`src/hdl/selective_repeat_receive_window_macros.svh`:
```
// ----------------------------------------------------------------------------
// Assertion macros for the selective-repeat receive window
// Define NO_ASSERTIONS to compile every check away.
// ----------------------------------------------------------------------------
`ifndef SELECTIVE_REPEAT_RECEIVE_WINDOW_MACROS_SVH
`define SELECTIVE_REPEAT_RECEIVE_WINDOW_MACROS_SVH

`ifndef NO_ASSERTIONS

// Same-cycle implication.
`define SRRW_ASSERT_IMP(lbl, clk, rstn, ante, cons) \
  lbl: assert property (@(posedge clk) disable iff (!rstn) (ante) |-> (cons)) \
    else $error("srrw: same-cycle check failed");

// Next-cycle implication.
`define SRRW_ASSERT_NXT(lbl, clk, rstn, ante, cons) \
  lbl: assert property (@(posedge clk) disable iff (!rstn) (ante) |=> (cons)) \
    else $error("srrw: next-cycle check failed");

`else

`define SRRW_ASSERT_IMP(lbl, clk, rstn, ante, cons)
`define SRRW_ASSERT_NXT(lbl, clk, rstn, ante, cons)

`endif

`endif

```
`src/hdl/srrw_pkg.sv`:
```
// ----------------------------------------------------------------------------
// srrw_pkg
// Shared types, constants and helpers of the selective-repeat receive window.
// ----------------------------------------------------------------------------
`default_nettype none

package srrw_pkg;

  localparam int unsigned SEQ_W      = 16;
  localparam int unsigned SEQ_BITS_W = 5;
  localparam int unsigned WIN_W      = 7;
  localparam int unsigned MAP_DEPTH  = 64;
  localparam int unsigned MAP_IDX_W  = $clog2(MAP_DEPTH);
  localparam int unsigned CFG_IDX_W  = 2;
  localparam int unsigned CFG_DATA_W = SEQ_W;

  localparam logic [SEQ_BITS_W-1:0] SEQ_BITS_RST = SEQ_BITS_W'(3);
  localparam logic [WIN_W-1:0]      WIN_RST      = WIN_W'(4);

  typedef enum logic [CFG_IDX_W-1:0] {
    CFG_SEQ_BITS = 2'd0,
    CFG_WIN_SIZE = 2'd1,
    CFG_INIT_SEQ = 2'd2
  } cfg_idx_e;

  typedef enum logic [1:0] {
    KIND_DELIVER = 2'd0,
    KIND_BUFFER  = 2'd1,
    KIND_DROP    = 2'd2
  } kind_e;

  typedef enum logic [3:0] {
    ST_IDLE  = 4'b0001,
    ST_DIFF  = 4'b0010,
    ST_CLASS = 4'b0100,
    ST_DRAIN = 4'b1000
  } state_e;

  // Control of the buffered-number bitmap.
  typedef struct packed {
    logic clear;
    logic shift;
    logic set;
  } map_ctrl_t;

  // Mask of valid sequence bits; width clamped to 1..SEQ_W.
  function automatic logic [SEQ_W-1:0] seq_mask_f(input logic [SEQ_BITS_W-1:0] bits);
    logic [SEQ_BITS_W-1:0] eff;
    logic [SEQ_W:0]        one_hot;
    eff = bits;
    if (eff == '0) begin
      eff = SEQ_BITS_W'(1);
    end else if (eff > SEQ_BITS_W'(SEQ_W)) begin
      eff = SEQ_BITS_W'(SEQ_W);
    end
    one_hot = (SEQ_W + 1)'(1) << eff;
    return SEQ_W'(one_hot - (SEQ_W + 1)'(1));
  endfunction

endpackage

`default_nettype wire

```
`src/hdl/srrw_map.sv`:
```
// ----------------------------------------------------------------------------
// srrw_map
// Bitmap of held out-of-order numbers; bit i stands for expected + i.
// ----------------------------------------------------------------------------
`default_nettype none

`include "selective_repeat_receive_window_macros.svh"

module srrw_map import srrw_pkg::*; (
  input  wire logic                 clk_i,
  input  wire logic                 rst_ni,
  input  wire map_ctrl_t            ctrl_i,
  input  wire logic [MAP_IDX_W-1:0] idx_i,
  output logic                      bit_o,   // bit at idx_i
  output logic                      head_o,  // bit 0
  output logic                      next_o   // bit 1, head after a shift
);

  logic [MAP_DEPTH-1:0] map_q, map_d;

  always_comb begin
    map_d = map_q;
    if (ctrl_i.clear) begin
      map_d = '0;
    end else if (ctrl_i.shift) begin
      map_d = map_q >> 1;
    end else if (ctrl_i.set) begin
      map_d[idx_i] = 1'b1;
    end
  end

  always_ff @(posedge clk_i or negedge rst_ni) begin
    if (!rst_ni) begin
      map_q <= '0;
    end else begin
      map_q <= map_d;
    end
  end

  assign bit_o  = map_q[idx_i];
  assign head_o = map_q[0];
  assign next_o = map_q[1];

  `SRRW_ASSERT_NXT(a_map_clear, clk_i, rst_ni, ctrl_i.clear, map_q == '0)
  `SRRW_ASSERT_IMP(a_map_set_nonzero, clk_i, rst_ni, ctrl_i.set && !ctrl_i.clear, idx_i != '0)
  `SRRW_ASSERT_NXT(a_map_shift_top, clk_i, rst_ni, ctrl_i.shift && !ctrl_i.clear,
                   !map_q[MAP_DEPTH-1])

endmodule

`default_nettype wire

```
`src/hdl/selective_repeat_receive_window.sv`:
```
// An item is accepted, its distance from expected is formed the next cycle, and its
// first result is loaded into the output register in ST_CLASS; held numbers drain in
// ST_DRAIN, all through one shared 16-bit adder. A new item is accepted only in ST_IDLE,
// and a full output register stalls the sequencer.
// Reset: expected = 0, bitmap clear, seq_bits = 3, win_size = 4; no clearing pass.
// ----------------------------------------------------------------------------
// selective_repeat_receive_window
// Selective-repeat receiver: deliver in-order numbers, hold out-of-order ones
// inside the window, drop duplicates and numbers outside the window.
// ----------------------------------------------------------------------------
`default_nettype none

`include "selective_repeat_receive_window_macros.svh"

module selective_repeat_receive_window import srrw_pkg::*; (
  input  wire logic                  clk_i,
  input  wire logic                  rst_ni,
  // configuration write port
  input  wire logic                  cfg_we_i,
  input  wire logic [CFG_IDX_W-1:0]  cfg_idx_i,
  input  wire logic [CFG_DATA_W-1:0] cfg_data_i,
  // input items
  input  wire logic                  s_axis_tvalid,
  output logic                       s_axis_tready,
  input  wire logic [15:0]           s_axis_tdata,   // [15:0] seq_num
  // result items
  output logic                       m_axis_tvalid,
  input  wire logic                  m_axis_tready,
  output logic [31:0]                m_axis_tdata,   // [15:0] seq_out, [31:16] next_expected
  output logic [1:0]                 m_axis_tuser,   // [1:0] kind
  output logic                       m_axis_tlast    // last result of an item
);

  // --------------------------------------------------------------------------
  // Configuration and derived limits
  // --------------------------------------------------------------------------
  logic [SEQ_BITS_W-1:0] seq_bits_q;
  logic [WIN_W-1:0]      win_q;
  logic [SEQ_W-1:0]      seq_mask;
  logic [WIN_W-1:0]      win_eff;

  assign seq_mask = seq_mask_f(seq_bits_q);

  // Clamp the window to 1..min(mask, MAP_DEPTH).
  always_comb begin
    win_eff = (win_q == '0) ? WIN_W'(1) : win_q;
    if (SEQ_W'(win_eff) > seq_mask) begin
      win_eff = seq_mask[WIN_W-1:0];
    end
    if (win_eff > WIN_W'(MAP_DEPTH)) begin
      win_eff = WIN_W'(MAP_DEPTH);
    end
  end

  // --------------------------------------------------------------------------
  // Sequencer state
  // --------------------------------------------------------------------------
  state_e           state_q, state_d;
  logic [SEQ_W-1:0] exp_q, exp_d;
  logic [SEQ_W-1:0] s_q, s_d;     // masked arriving number
  logic [SEQ_W-1:0] dist_q, dist_d; // (s - expected) & mask

  logic             out_valid_q, out_valid_d;
  kind_e            out_kind_q, out_kind_d;
  logic [SEQ_W-1:0] out_seq_q, out_seq_d;
  logic [SEQ_W-1:0] out_next_q, out_next_d;
  logic             out_last_q, out_last_d;

  logic             in_acc;
  logic             slot_free;
  logic             load_out;

  // Shared adder: distance in ST_DIFF, expected + 1 otherwise.
  logic [SEQ_W-1:0] add_a, add_b, add_sum;

  // Bitmap interface
  map_ctrl_t             map_ctrl;
  logic                  map_bit, map_head, map_next;

  assign s_axis_tready = (state_q == ST_IDLE);
  assign in_acc        = s_axis_tvalid && s_axis_tready;
  assign slot_free     = !out_valid_q || m_axis_tready;

  always_comb begin
    if (state_q == ST_DIFF) begin
      add_a = s_q;
      add_b = ~exp_q;
    end else begin
      add_a = exp_q;
      add_b = '0;
    end
    add_sum = (add_a + add_b + SEQ_W'(1)) & seq_mask;
  end

  srrw_map u_map (
    .clk_i  (clk_i),
    .rst_ni (rst_ni),
    .ctrl_i (map_ctrl),
    .idx_i  (dist_q[MAP_IDX_W-1:0]),
    .bit_o  (map_bit),
    .head_o (map_head),
    .next_o (map_next)
  );

  always_comb begin
    state_d     = state_q;
    exp_d       = exp_q;
    s_d         = s_q;
    dist_d      = dist_q;
    map_ctrl    = '0;
    load_out    = 1'b0;
    out_kind_d  = out_kind_q;
    out_seq_d   = out_seq_q;
    out_next_d  = out_next_q;
    out_last_d  = out_last_q;
    out_valid_d = out_valid_q && !m_axis_tready;

    unique case (state_q)
      ST_IDLE: begin
        // Configuration must only arrive while idle; the block itself does not enforce it.
        if (cfg_we_i) begin
          unique case (cfg_idx_i)
            CFG_SEQ_BITS: begin
              exp_d        = exp_q & seq_mask_f(cfg_data_i[SEQ_BITS_W-1:0]);
              map_ctrl.clear = 1'b1;
            end
            CFG_WIN_SIZE: begin
              exp_d        = exp_q & seq_mask;
              map_ctrl.clear = 1'b1;
            end
            CFG_INIT_SEQ: begin
              exp_d        = cfg_data_i & seq_mask;
              map_ctrl.clear = 1'b1;
            end
            default: ;  // unmapped index: ignore
          endcase
        end
        if (in_acc) begin
          s_d     = s_axis_tdata & seq_mask;
          state_d = ST_DIFF;
        end
      end

      ST_DIFF: begin
        dist_d  = add_sum;
        state_d = ST_CLASS;
      end

      ST_CLASS: begin
        if (slot_free) begin
          load_out  = 1'b1;
          out_seq_d = s_q;
          if (dist_q == '0) begin
            // In order: deliver, advance, drain if the next one is held.
            exp_d          = add_sum;
            map_ctrl.shift = 1'b1;
            out_kind_d     = KIND_DELIVER;
            out_next_d     = add_sum;
            out_last_d     = !map_next;
            state_d        = map_next ? ST_DRAIN : ST_IDLE;
          end else begin
            out_next_d = exp_q;
            out_last_d = 1'b1;
            state_d    = ST_IDLE;
            if (dist_q < SEQ_W'(win_eff) && !map_bit) begin
              map_ctrl.set = 1'b1;
              out_kind_d   = KIND_BUFFER;
            end else begin
              // duplicate or outside the window
              out_kind_d = KIND_DROP;
            end
          end
        end
      end

      ST_DRAIN: begin
        if (slot_free) begin
          load_out       = 1'b1;
          exp_d          = add_sum;
          map_ctrl.shift = 1'b1;
          out_kind_d     = KIND_DELIVER;
          out_seq_d      = exp_q;
          out_next_d     = add_sum;
          out_last_d     = !map_next;
          state_d        = map_next ? ST_DRAIN : ST_IDLE;
        end
      end

      default: state_d = ST_IDLE;
    endcase

    if (load_out) begin
      out_valid_d = 1'b1;
    end
  end

  // --------------------------------------------------------------------------
  // Registers
  // --------------------------------------------------------------------------
  always_ff @(posedge clk_i or negedge rst_ni) begin
    if (!rst_ni) begin
      state_q     <= ST_IDLE;
      exp_q       <= '0;
      seq_bits_q  <= SEQ_BITS_RST;
      win_q       <= WIN_RST;
      out_valid_q <= 1'b0;
    end else begin
      state_q     <= state_d;
      exp_q       <= exp_d;
      out_valid_q <= out_valid_d;
      if (cfg_we_i && cfg_idx_i == CFG_SEQ_BITS) begin
        seq_bits_q <= cfg_data_i[SEQ_BITS_W-1:0];
      end
      if (cfg_we_i && cfg_idx_i == CFG_WIN_SIZE) begin
        win_q <= cfg_data_i[WIN_W-1:0];
      end
    end
  end

  // Payload holds, no reset needed.
  always_ff @(posedge clk_i) begin
    s_q        <= s_d;
    dist_q     <= dist_d;
    out_kind_q <= out_kind_d;
    out_seq_q  <= out_seq_d;
    out_next_q <= out_next_d;
    out_last_q <= out_last_d;
  end

  assign m_axis_tvalid = out_valid_q;
  assign m_axis_tdata  = {out_next_q, out_seq_q};
  assign m_axis_tuser  = out_kind_q;
  assign m_axis_tlast  = out_last_q;

  // --------------------------------------------------------------------------
  // Checks
  // --------------------------------------------------------------------------
  `SRRW_ASSERT_NXT(a_accept_to_diff, clk_i, rst_ni, in_acc, state_q == ST_DIFF)
  `SRRW_ASSERT_IMP(a_exp_in_range, clk_i, rst_ni, 1'b1, (exp_q & ~seq_mask) == '0)
  `SRRW_ASSERT_IMP(a_drain_has_head, clk_i, rst_ni, state_q == ST_DRAIN, map_head)

endmodule

`default_nettype wire
```
`config.mk`:
```
export PLATFORM = sky130hd
export DESIGN_NAME = selective_repeat_receive_window
export DESIGN_NICKNAME = d
export VERILOG_FILES = /design/src/hdl/srrw_pkg.sv /design/src/hdl/srrw_map.sv /design/src/hdl/selective_repeat_receive_window.sv
export VERILOG_INCLUDE_DIRS = /design/src /design/src/hdl
export SDC_FILE = /design/constraint.sdc
export NUM_CORES = 1
export LEC_CHECK = 0
export BUFFER_PORTS_ARGS = -buffer_cell sky130_fd_sc_hd__buf_2
export CAP_MARGIN = 15
export CELL_PAD_IN_SITES_DETAIL_PLACEMENT = 1
export CELL_PAD_IN_SITES_GLOBAL_PLACEMENT = 2
export CORE_AREA = 2 2 145 175
export DETAILED_ROUTE_END_ITERATION = 8
export DIE_AREA = 0 0 147 177
export GPL_TIMING_DRIVEN = 0
export HOLD_SLACK_MARGIN = 0.06
export MAX_ROUTING_LAYER = met4
export PLACE_DENSITY_LB_ADDON = 0.1
export SLEW_MARGIN = 20
export SYNTH_ARGS = -nofsm -noshare
export SYNTH_HDL_FRONTEND = slang
export SYNTH_SLANG_ARGS = --single-unit
```
`constraint.sdc`:
```
create_clock -name clk_i -period 7.8 [get_ports clk_i]
set_input_delay 0.78 -clock clk_i [delete_from_list [all_inputs] [get_ports clk_i]]
set_output_delay 0.78 -clock clk_i [all_outputs]
set_load 0.01 [all_outputs]
```
==> reports/qor.yml, run 1 <==
status:
  status: "complete, no violations"
synthesis:
  async_reset_ff_frac: 0.591
  synth_top_area_frac: 0.230
  synth_simple_gate_area_frac: 0.183
  ys_ff_latch: 164
  synthMuxAreaShare: 0.121
  synth-main-ff-cell: "dfrtp_1"
  yosysTopAreaCell: "dfrtp_1"
  ys_warn_count: 0
  synth_most_common_cell: "nand2_1"
  synth_top_family_by_area: "simple AND/OR/NAND/NOR gates"
  synth_xor_area_frac: 0.0113
  synth_fa_ha_area_frac: 0.0428
  synth_cell_types: 73
  synth_cells: 1059
  yosys-top-cells-count: "186 x nand2_1, 93 x dfrtp_1, 76 x mux2i_1, 70 x o22ai_1, 67 x edfxtp_1"
  yosysSeqAreaShare: 0.440
  netlist_area_mm2: 0.0101
  synth_edf_count: 67
  synth.avg_cell_area_um2: 9.55
  synth_compound_area_frac: 0.162
  ys_top_cells_by_area: "dfrtp_1 23%, edfxtp_1 20%, mux2i_1 7.5%"
routing:
  dr.pass1.iters: 5
  viasPerCell: 5.86
  final_antenna_net_count: 0
  drt-total-wl_mm: 36.6
  num_vias: 8753
  drtIter0Drc: 434
  drc_errors: 0
  wl_per_cell_um: 24.5
finish:
  nNetsFinal: 1228
  area_growth_pct: 13.9
  nFillCells: 2844
  fin_area_mm2: 0.0115
  layout.cells.non_filler: 1493
  layout-drive-gt1-share: 0.150
  antenna_cells: 0
  fin_util: 0.471
sta:
  tightestPinTransition_ns: 1.13
  setup-violations-final: 0
  rsz0062_at_grt: "no"
  clock.fmax_mhz: 148
  slew-limit-headroom: 0.245
  fin_tns_setup_ns: 0
  finalWorstPathRequiredPeriod_ns: 6.76
  post-route-period-util: 0.867
  drv_slew: 0
  hold_violations: 0
  skew_ns: 0.0111
  finalHoldWorstSlack_ns: 0.287
placed_design:
  dpl_cell_area_mm2: 0.0110
  placed_cells: 1461
  finalWeightedCongestion: 0.879
  place_hpwl_mm: 27.0
  port_buffers: 72
clocking:
  clk_pin_slew_ns: 0.07
  cts_buffers: 17
  cts_sinks: 164
  cts_resized: 0
  cts-root-buf: "clkbuf_16"
  clockBufferDepth: 2
  postCtsHoldBufs: 0
  cts_setup_buffers: 0
  cts_tree: "yes"
  htree_levels: 4
  clk_latency_ns: 0.44
hold_path:
  hold_class: "input pin to asynchronous set/reset pin"
floorplanning:
  die_area_mm2: 0.0260
  initial_core_util: 0.414
  ios: 76
  fp.coreArea_mm2: 0.0244
  fp.dieW_um: 147
  row_count: 63
  die_y_um: 177
worst_setup_path:
  r2r_cells: 22
  cp-start-kind: "flop"
  reg2reg_slack_ns: 1.04
  reg2reg_from: "seq_bits_q[4]"
  endpoint_kind: "flop"
  cp_max_fo: 10
  crit_required_ns: 8.15
  r2r-end: "u_map.map_q[27]"
  worstPathArrival_ns: 7.12
  critPathKind: "flop to flop"
global_route:
  grt_pass1_wl_mm: 55.9
  antenna_found_initial: 0
  grt_pass1_vias: 9141
  grt_max_degree: 52
  overflow: 0
  groute.usage.overall: 0.297
run:
  maxCapViolCount: 0
power:
  peakVddDrop_v: 0.000127
  p_per_area_mw_per_mm2: 232
  p_leak_nw: 5.17
## area by class of cell
cell class / instances / area (µm²) / area share
inverters: 19 / 71.3 / 0.00620
flip-flops and latches: 164 / 4440 / 0.386
clock inverters: 13 / 98.8 / 0.00859
repair buffers: 75 / 429 / 0.0373
multi-input cells: 800 / 5280 / 0.458
clock buffers: 19 / 443 / 0.0385
well taps: 325 / 407 / 0.0353
plain buffers: 78 / 340 / 0.0296
## worst max-delay path, cell delays in order, from the launching register on
cell       delay, ns
dfrtp_1         0.46
nor2_2          0.32
nand2_1         0.10
ha_1            0.27
nor4_1          0.27
a21oi_1         0.08
o21ai_0         0.66
inv_1           0.23
ha_1            0.39
nand3_1         0.11
o31a_1          0.31
o211ai_1        0.18
mux2i_1         0.59
o211ai_1        0.24
ha_1            0.31
nor2b_1         0.15
a21o_1          0.22
a2111oi_4       0.36
o2111ai_2       0.36
nor4_1          0.35
nand2b_1        0.09
clkbuf_1        0.34
o22ai_1         0.29
## through the flow
stage / worst slack [ns] / total power, mW
6_report: 1.04 / 2.67
3_5_place_dp: 1.00 / 1.87
5_1_grt: 0.538 / 2.80
2_1_floorplan: 2.71 / 1.58
4_1_cts: 0.992 / 2.68
3_3_place_gp: 1.20 / 1.85
## cell families after synthesis
kind of cell | count (synthesis)
XOR/XNOR | 13
buffers and inverters | 97
other | 1
flip-flops | 164
AND/OR/NAND/NOR | 393
adder cells (fa/ha/maj) | 34
multiplexers | 112
AO/OA/AOI/OAI | 245
## how the worst max path moves through the flow
stage                      endpoint           from  cells past startpoint  slack (ns)
floorplan           u_map.map_q[20]  seq_bits_q[4]                     21        2.71
global placement    u_map.map_q[52]  seq_bits_q[4]                     21        1.20
detailed placement  u_map.map_q[27]  seq_bits_q[4]                     22        1.00
CTS                 u_map.map_q[27]  seq_bits_q[4]                     22        0.99
global route        u_map.map_q[58]  seq_bits_q[4]                     22        0.54
finish              u_map.map_q[27]  seq_bits_q[4]                     22        1.04
## cells in the final DEF (no fill, tap or decap), drive strengths merged, types with 7 or more instances in the layout
| cell | Yosys | routed |
|---|---|---|
| a211oi | 9 | 9 |
| a21oi | 32 | 32 |
| a22o | 7 | 7 |
| a22oi | 9 | 9 |
| and2 | 19 | 19 |
| buf | 22 | 97 |
| clkbuf | 56 | 75 |
| dfrtp | 93 | 93 |
| edfxtp | 67 | 67 |
| ha | 33 | 33 |
| inv | 18 | 24 |
| mux2 | 32 | 32 |
| mux2i | 76 | 76 |
| nand2 | 186 | 186 |
| nand2b | 12 | 12 |
| nand3 | 22 | 22 |
| nand3b | 14 | 14 |
| nor2 | 59 | 59 |
| nor2b | 20 | 20 |
| nor3 | 15 | 15 |
| nor3b | 7 | 7 |
| nor4 | 8 | 8 |
| o21ai | 63 | 63 |
| o22ai | 70 | 70 |
| or3 | 11 | 11 |
| xnor2 | 9 | 9 |
## power breakdown
group	switching (mW)	internal (mW)
clock network	0.384	0.420
logic	0.499	0.268
registers	0.0933	1.00
total	0.976	1.69
## flip-flops by register name (all words and copies together), names as in the netlist, 4 cells and up
| register | count |
|---|---|
| dist_q | 16 |
| exp_q | 16 |
| out_next_q | 16 |
| out_seq_q | 16 |
| s_q | 16 |
| seq_bits_q | 5 |
| state_q | 4 |
| u_map.map_q | 64 |
| win_q | 7 |
## layer usage
| metal | share of wire | GRT usage | up-vias |
|---|---|---|---|
| li1 | - | - | 4053 |
| met3 | 0.029 | 0.0330 | 92 |
| met1 | 0.40 | 0.333 | 4372 |
| met5 | 0 | - | - |
| met4 | 0.060 | 0.178 | 0 |
| met2 | 0.51 | 0.512 | 236 |
No activity file was read; power rests on OpenSTA's default activity.
==> inputs of run 2 (changes only) <==
--- a/config.mk
+++ b/config.mk
@@ -6,13 +6,14 @@
 export SDC_FILE = /design/constraint.sdc
 export NUM_CORES = 1
 export LEC_CHECK = 0
+export ABC_AREA = 1
 export BUFFER_PORTS_ARGS = -buffer_cell sky130_fd_sc_hd__buf_2
 export CAP_MARGIN = 15
 export CELL_PAD_IN_SITES_DETAIL_PLACEMENT = 1
 export CELL_PAD_IN_SITES_GLOBAL_PLACEMENT = 2
-export CORE_AREA = 2 2 145 175
+export CORE_AREA = 2 2 164 198
 export DETAILED_ROUTE_END_ITERATION = 8
-export DIE_AREA = 0 0 147 177
+export DIE_AREA = 0 0 166 200
 export GPL_TIMING_DRIVEN = 0
 export HOLD_SLACK_MARGIN = 0.06
 export MAX_ROUTING_LAYER = met4
==> constraint.sdc (replaced) <==
create_clock -name clk_i -period 7.15 [get_ports clk_i]
set_input_delay 0.3575 -clock clk_i [delete_from_list [all_inputs] [get_ports clk_i]]
set_output_delay 0.3575 -clock clk_i [all_outputs]
set_load 0.01 [all_outputs]
==> run 2 against run 1 <==
- fmax increased by 13%
- die area increased by 28%
- via count increased by 27%
- sequential power increased by 38%
- critical endpoint is now u_map.map_q[43]
- sequential cell count unchanged
- first-iteration DRC count increased by 74%
- routed wire length increased by 26%
- utilization decreased by 6.2 points
- sequential share of layout area decreased by 3.8 points
- non-clock buffer count increased by 9
==> reports/qor.yml, run 2 <==
worst_setup_path:
  worstPathArrival_ns: 6.32  # -0.80 ns
  critical-path-slowest-cell: "xor2_1"
  r2r-end: "u_map.map_q[43]"
  max_stage_delay_ns: 0.50  # -0.16 ns
  cp_max_fo: 10  # unchanged
  endpoint_kind: "flop"
  critPathMostFrequentCell: "nand2_1"
  r2r_cells: 33  # +50%
  reg2reg_slack_ns: 1.15  # +0.11 ns
  critPathKind: "flop to flop"
  reg2reg_from: "seq_bits_q[4]"
  cp-start-kind: "flop"
  crit_required_ns: 7.47  # -0.68 ns
finish:
  layout.cells.non_filler: 1998  # +34%
  antenna_cells: 0  # unchanged
  nNetsFinal: 1657  # +35%
  area_growth_pct: 15.0
  layout-drive-gt1-share: 0.123  # -0.0265
  final_common_cell: "nand2_1"
  largest_register_ffs: 64  # unchanged
  top_register: "u_map.map_q"
  final_cell_mix: "342 x nand2_1, 164 x a21oi_1, 148 x o21ai_0"
run:
  maxCapViolCount: 0  # unchanged
floorplanning:
  die_y_um: 200  # +13%
  fp.dieW_um: 166  # +13%
  row_count: 71  # +13%
  ios: 76  # unchanged
  fp.coreArea_mm2: 0.0312  # +28%
  initial_core_util: 0.356  # -0.0581
  die_area_mm2: 0.0332  # +28%
synthesis:
  synth_cells: 1484  # +40%
  synth.avg_cell_area_um2: 7.47  # -22%
  ys_warn_count: 0  # unchanged
  async_reset_ff_frac: 0.591  # unchanged
  synth_cell_types: 58  # -21%
  yosys-top-cells-count: "342 x nand2_1, 164 x a21oi_1, 148 x o21ai_0, 132 x nor2_1, 122 x inv_1"
  synth_most_common_cell: "nand2_1"
  yosysSeqAreaShare: 0.401  # -0.0388
  ys_top_cells_by_area: "dfrtp_1 21%, edfxtp_1 18%, nand2_1 12%"
  ys_ff_latch: 164  # unchanged
  netlist_area_mm2: 0.0111  # +9.7%
  yosysTopAreaCell: "dfrtp_1"
  synth_edf_count: 67  # unchanged
  synth-main-ff-cell: "dfrtp_1"
  synth_top_area_frac: 0.210  # -0.0203
hold_path:
  min_from: "s_axis_tdata[0]"
  hold_depth: 1
  hold_end: "s_q[0]"
  hold_class: "input pin to flop"
sta:
  fin_tns_setup_ns: 0  # unchanged
  drv_slew: 0  # unchanged
  rsz0062_at_grt: "no"
  finalWorstPathRequiredPeriod_ns: 6.00  # -0.764 ns
  hold_violations: 0  # unchanged
  clock.fmax_mhz: 167  # +13%
  finalHoldWorstSlack_ns: 0.0916  # -0.195 ns
  setup_ws_ns: 1.15  # +0.114 ns
  skew_ns: 0.0136  # +0.00245 ns
  slew-limit-headroom: 0.261  # +0.0158
  post-route-period-util: 0.839  # -0.0280
  setup-violations-final: 0  # unchanged
  tightestPinTransition_ns: 1.10  # -0.0322 ns
routing:
  wl_per_cell_um: 23.1  # -5.8%
  num_vias: 11100  # +27%
  final_antenna_net_count: 0  # unchanged
  dr.pass1.iters: 5  # unchanged
  drc_errors: 0  # unchanged
  drtIter0Drc: 755  # +74%
  viasPerCell: 5.58  # -4.8%
  drt-total-wl_mm: 46.1  # +26%
power:
  p_comb_frac: 0.438  # +0.151
  p_per_area_mw_per_mm2: 347  # +50%
  power_mw: 4.43  # +66%
  peakVddDrop_v: 0.000169  # +32%
  p_sw_mw: 1.98  # +100%
  p_leak_nw: 5.76  # +11%
  clkPwrFrac: 0.220  # -0.081
  cell_internal_pwr_mw: 2.45  # +45%
  switching_share: 0.447  # +0.0817
  seqPwrFrac: 0.342  # -0.069
placed_design:
  placed_cells: 1965  # +34%
  finalWeightedCongestion: 0.944  # +7.4%
  port_buffers: 74  # +2.8%
  place_hpwl_mm: 34.3  # +27%
  dp_slack_ns: 1.20  # +0.199 ns
clocking:
  cts-root-buf: "clkbuf_16"
  clockBufferDepth: 2  # unchanged
  clk_latency_ns: 0.45  # about the same
  clk_pin_slew_ns: 0.07  # about the same
  htree_levels: 4  # unchanged
  cts_sinks: 164  # unchanged
  cts_buffers: 17  # unchanged
  cts_tree: "yes"
global_route:
  grt_pass1_wl_mm: 69.6  # +24%
  groute.usage.overall: 0.286  # -0.0104
  antenna_found_initial: 0  # unchanged
  overflow: 0  # unchanged
  grt_pass1_vias: 11500  # +26%
  grt_max_degree: 66  # +27%
status:
  status: "complete, no violations"
==> run 2: changes by cell type after synthesis, moves of 18 or more <==
cell      delta
a211oi_1    +18
mux2i_1     -76
nand3_2     +24
nand3_1     +59
inv_1      +104
nor2_1      +74
mux2_2      -28
o21ai_0     +92
o22ai_1     -68
nor2b_1     -20
a21oi_1    +132
nand4_1     +19
nand2_1    +156
==> run 2: layer usage <==
layer  share of wire  up-vias  wire length (µm)  track usage
li1                -     5276                 -            -
met1            0.41     5499             18800        0.324
met2            0.50      269             23300        0.503
met3           0.035      104              1630       0.0310
met4           0.053        0              2430        0.149
met5               0        -                 0            -
==> run 2: area by class of cell <==
type / instances / area [µm²]
Timing Repair Buffer: 79 / 477
Tap cell: 401 / 502
Clock inverter: 13 / 156
Fill cell: 3932 / 18400
Inverter: 130 / 493
Clock buffer: 19 / 433
Multi-Input combinational cell: 1109 / 5820
Buffer: 83 / 423
Sequential cell: 164 / 4440
==> run 2: kinds of logic (layout without fill, tap and decap cells) <==
group,count (synthesis),count (layout),share of synthesized area
simple gates,665,665,0.268
compound gates,397,397,0.201
buf+inv,213,324,0.0825
flops,164,164,0.401
fa+ha+maj,34,34,0.0390
xor+xnor,10,10,0.00790
other cells,1,3,0.000338
==> run 2: power groups by stage <==
stage               Combinational (mW)  Sequential, mW  Clock [mW]
detailed placement                1.92            1.53           0
global route                      2.15            1.55        1.02
floorplan                         1.26            1.46           0
global placement                  1.86            1.52           0
finish                            1.94            1.52       0.973
CTS                               1.93            1.51       0.989
==> run 2: worst max-delay path by stage <==
stage	slack, ns	start	end
floorplan	2.74	seq_bits_q[1]	u_map.map_q[18]
global placement	1.29	seq_bits_q[4]	u_map.map_q[37]
detailed placement	1.20	seq_bits_q[4]	u_map.map_q[33]
CTS	1.16	seq_bits_q[4]	u_map.map_q[43]
global route	0.68	seq_bits_q[4]	u_map.map_q[43]
finish	1.15	seq_bits_q[4]	u_map.map_q[43]
==> run 2: critical path: cells and delay by family (launching register included) <==
family,cells,cell delay (ns)
AND/OR/NAND/NOR,19,2.28
AO/OA/AOI/OAI,4,1.02
flip-flops,1,0.38
adder cells (fa/ha/maj),3,0.79
XOR/XNOR,1,0.50
buffers and inverters,6,0.89
==> run 2: per-stage QoR <==
stage / cell area, µm² / util
detailed placement: 12100 / 0.389
floorplan: 11100 / -
global route: 12700 / 0.409
global placement: 12000 / 0.384
finish: 12700 / 0.409
CTS: 12700 / 0.409
==> run 2: what timing repair did <==
| item | in CTS | in global routing |
|---|---|---|
| hold buffers | 1 | 0 |
| setup endpoints to repair | 0 | 0 |
| endpoints found under the hold margin | 31 | 0 |
| gates resized for setup | 0 | 0 |
| buffers inserted | 0 | 0 |
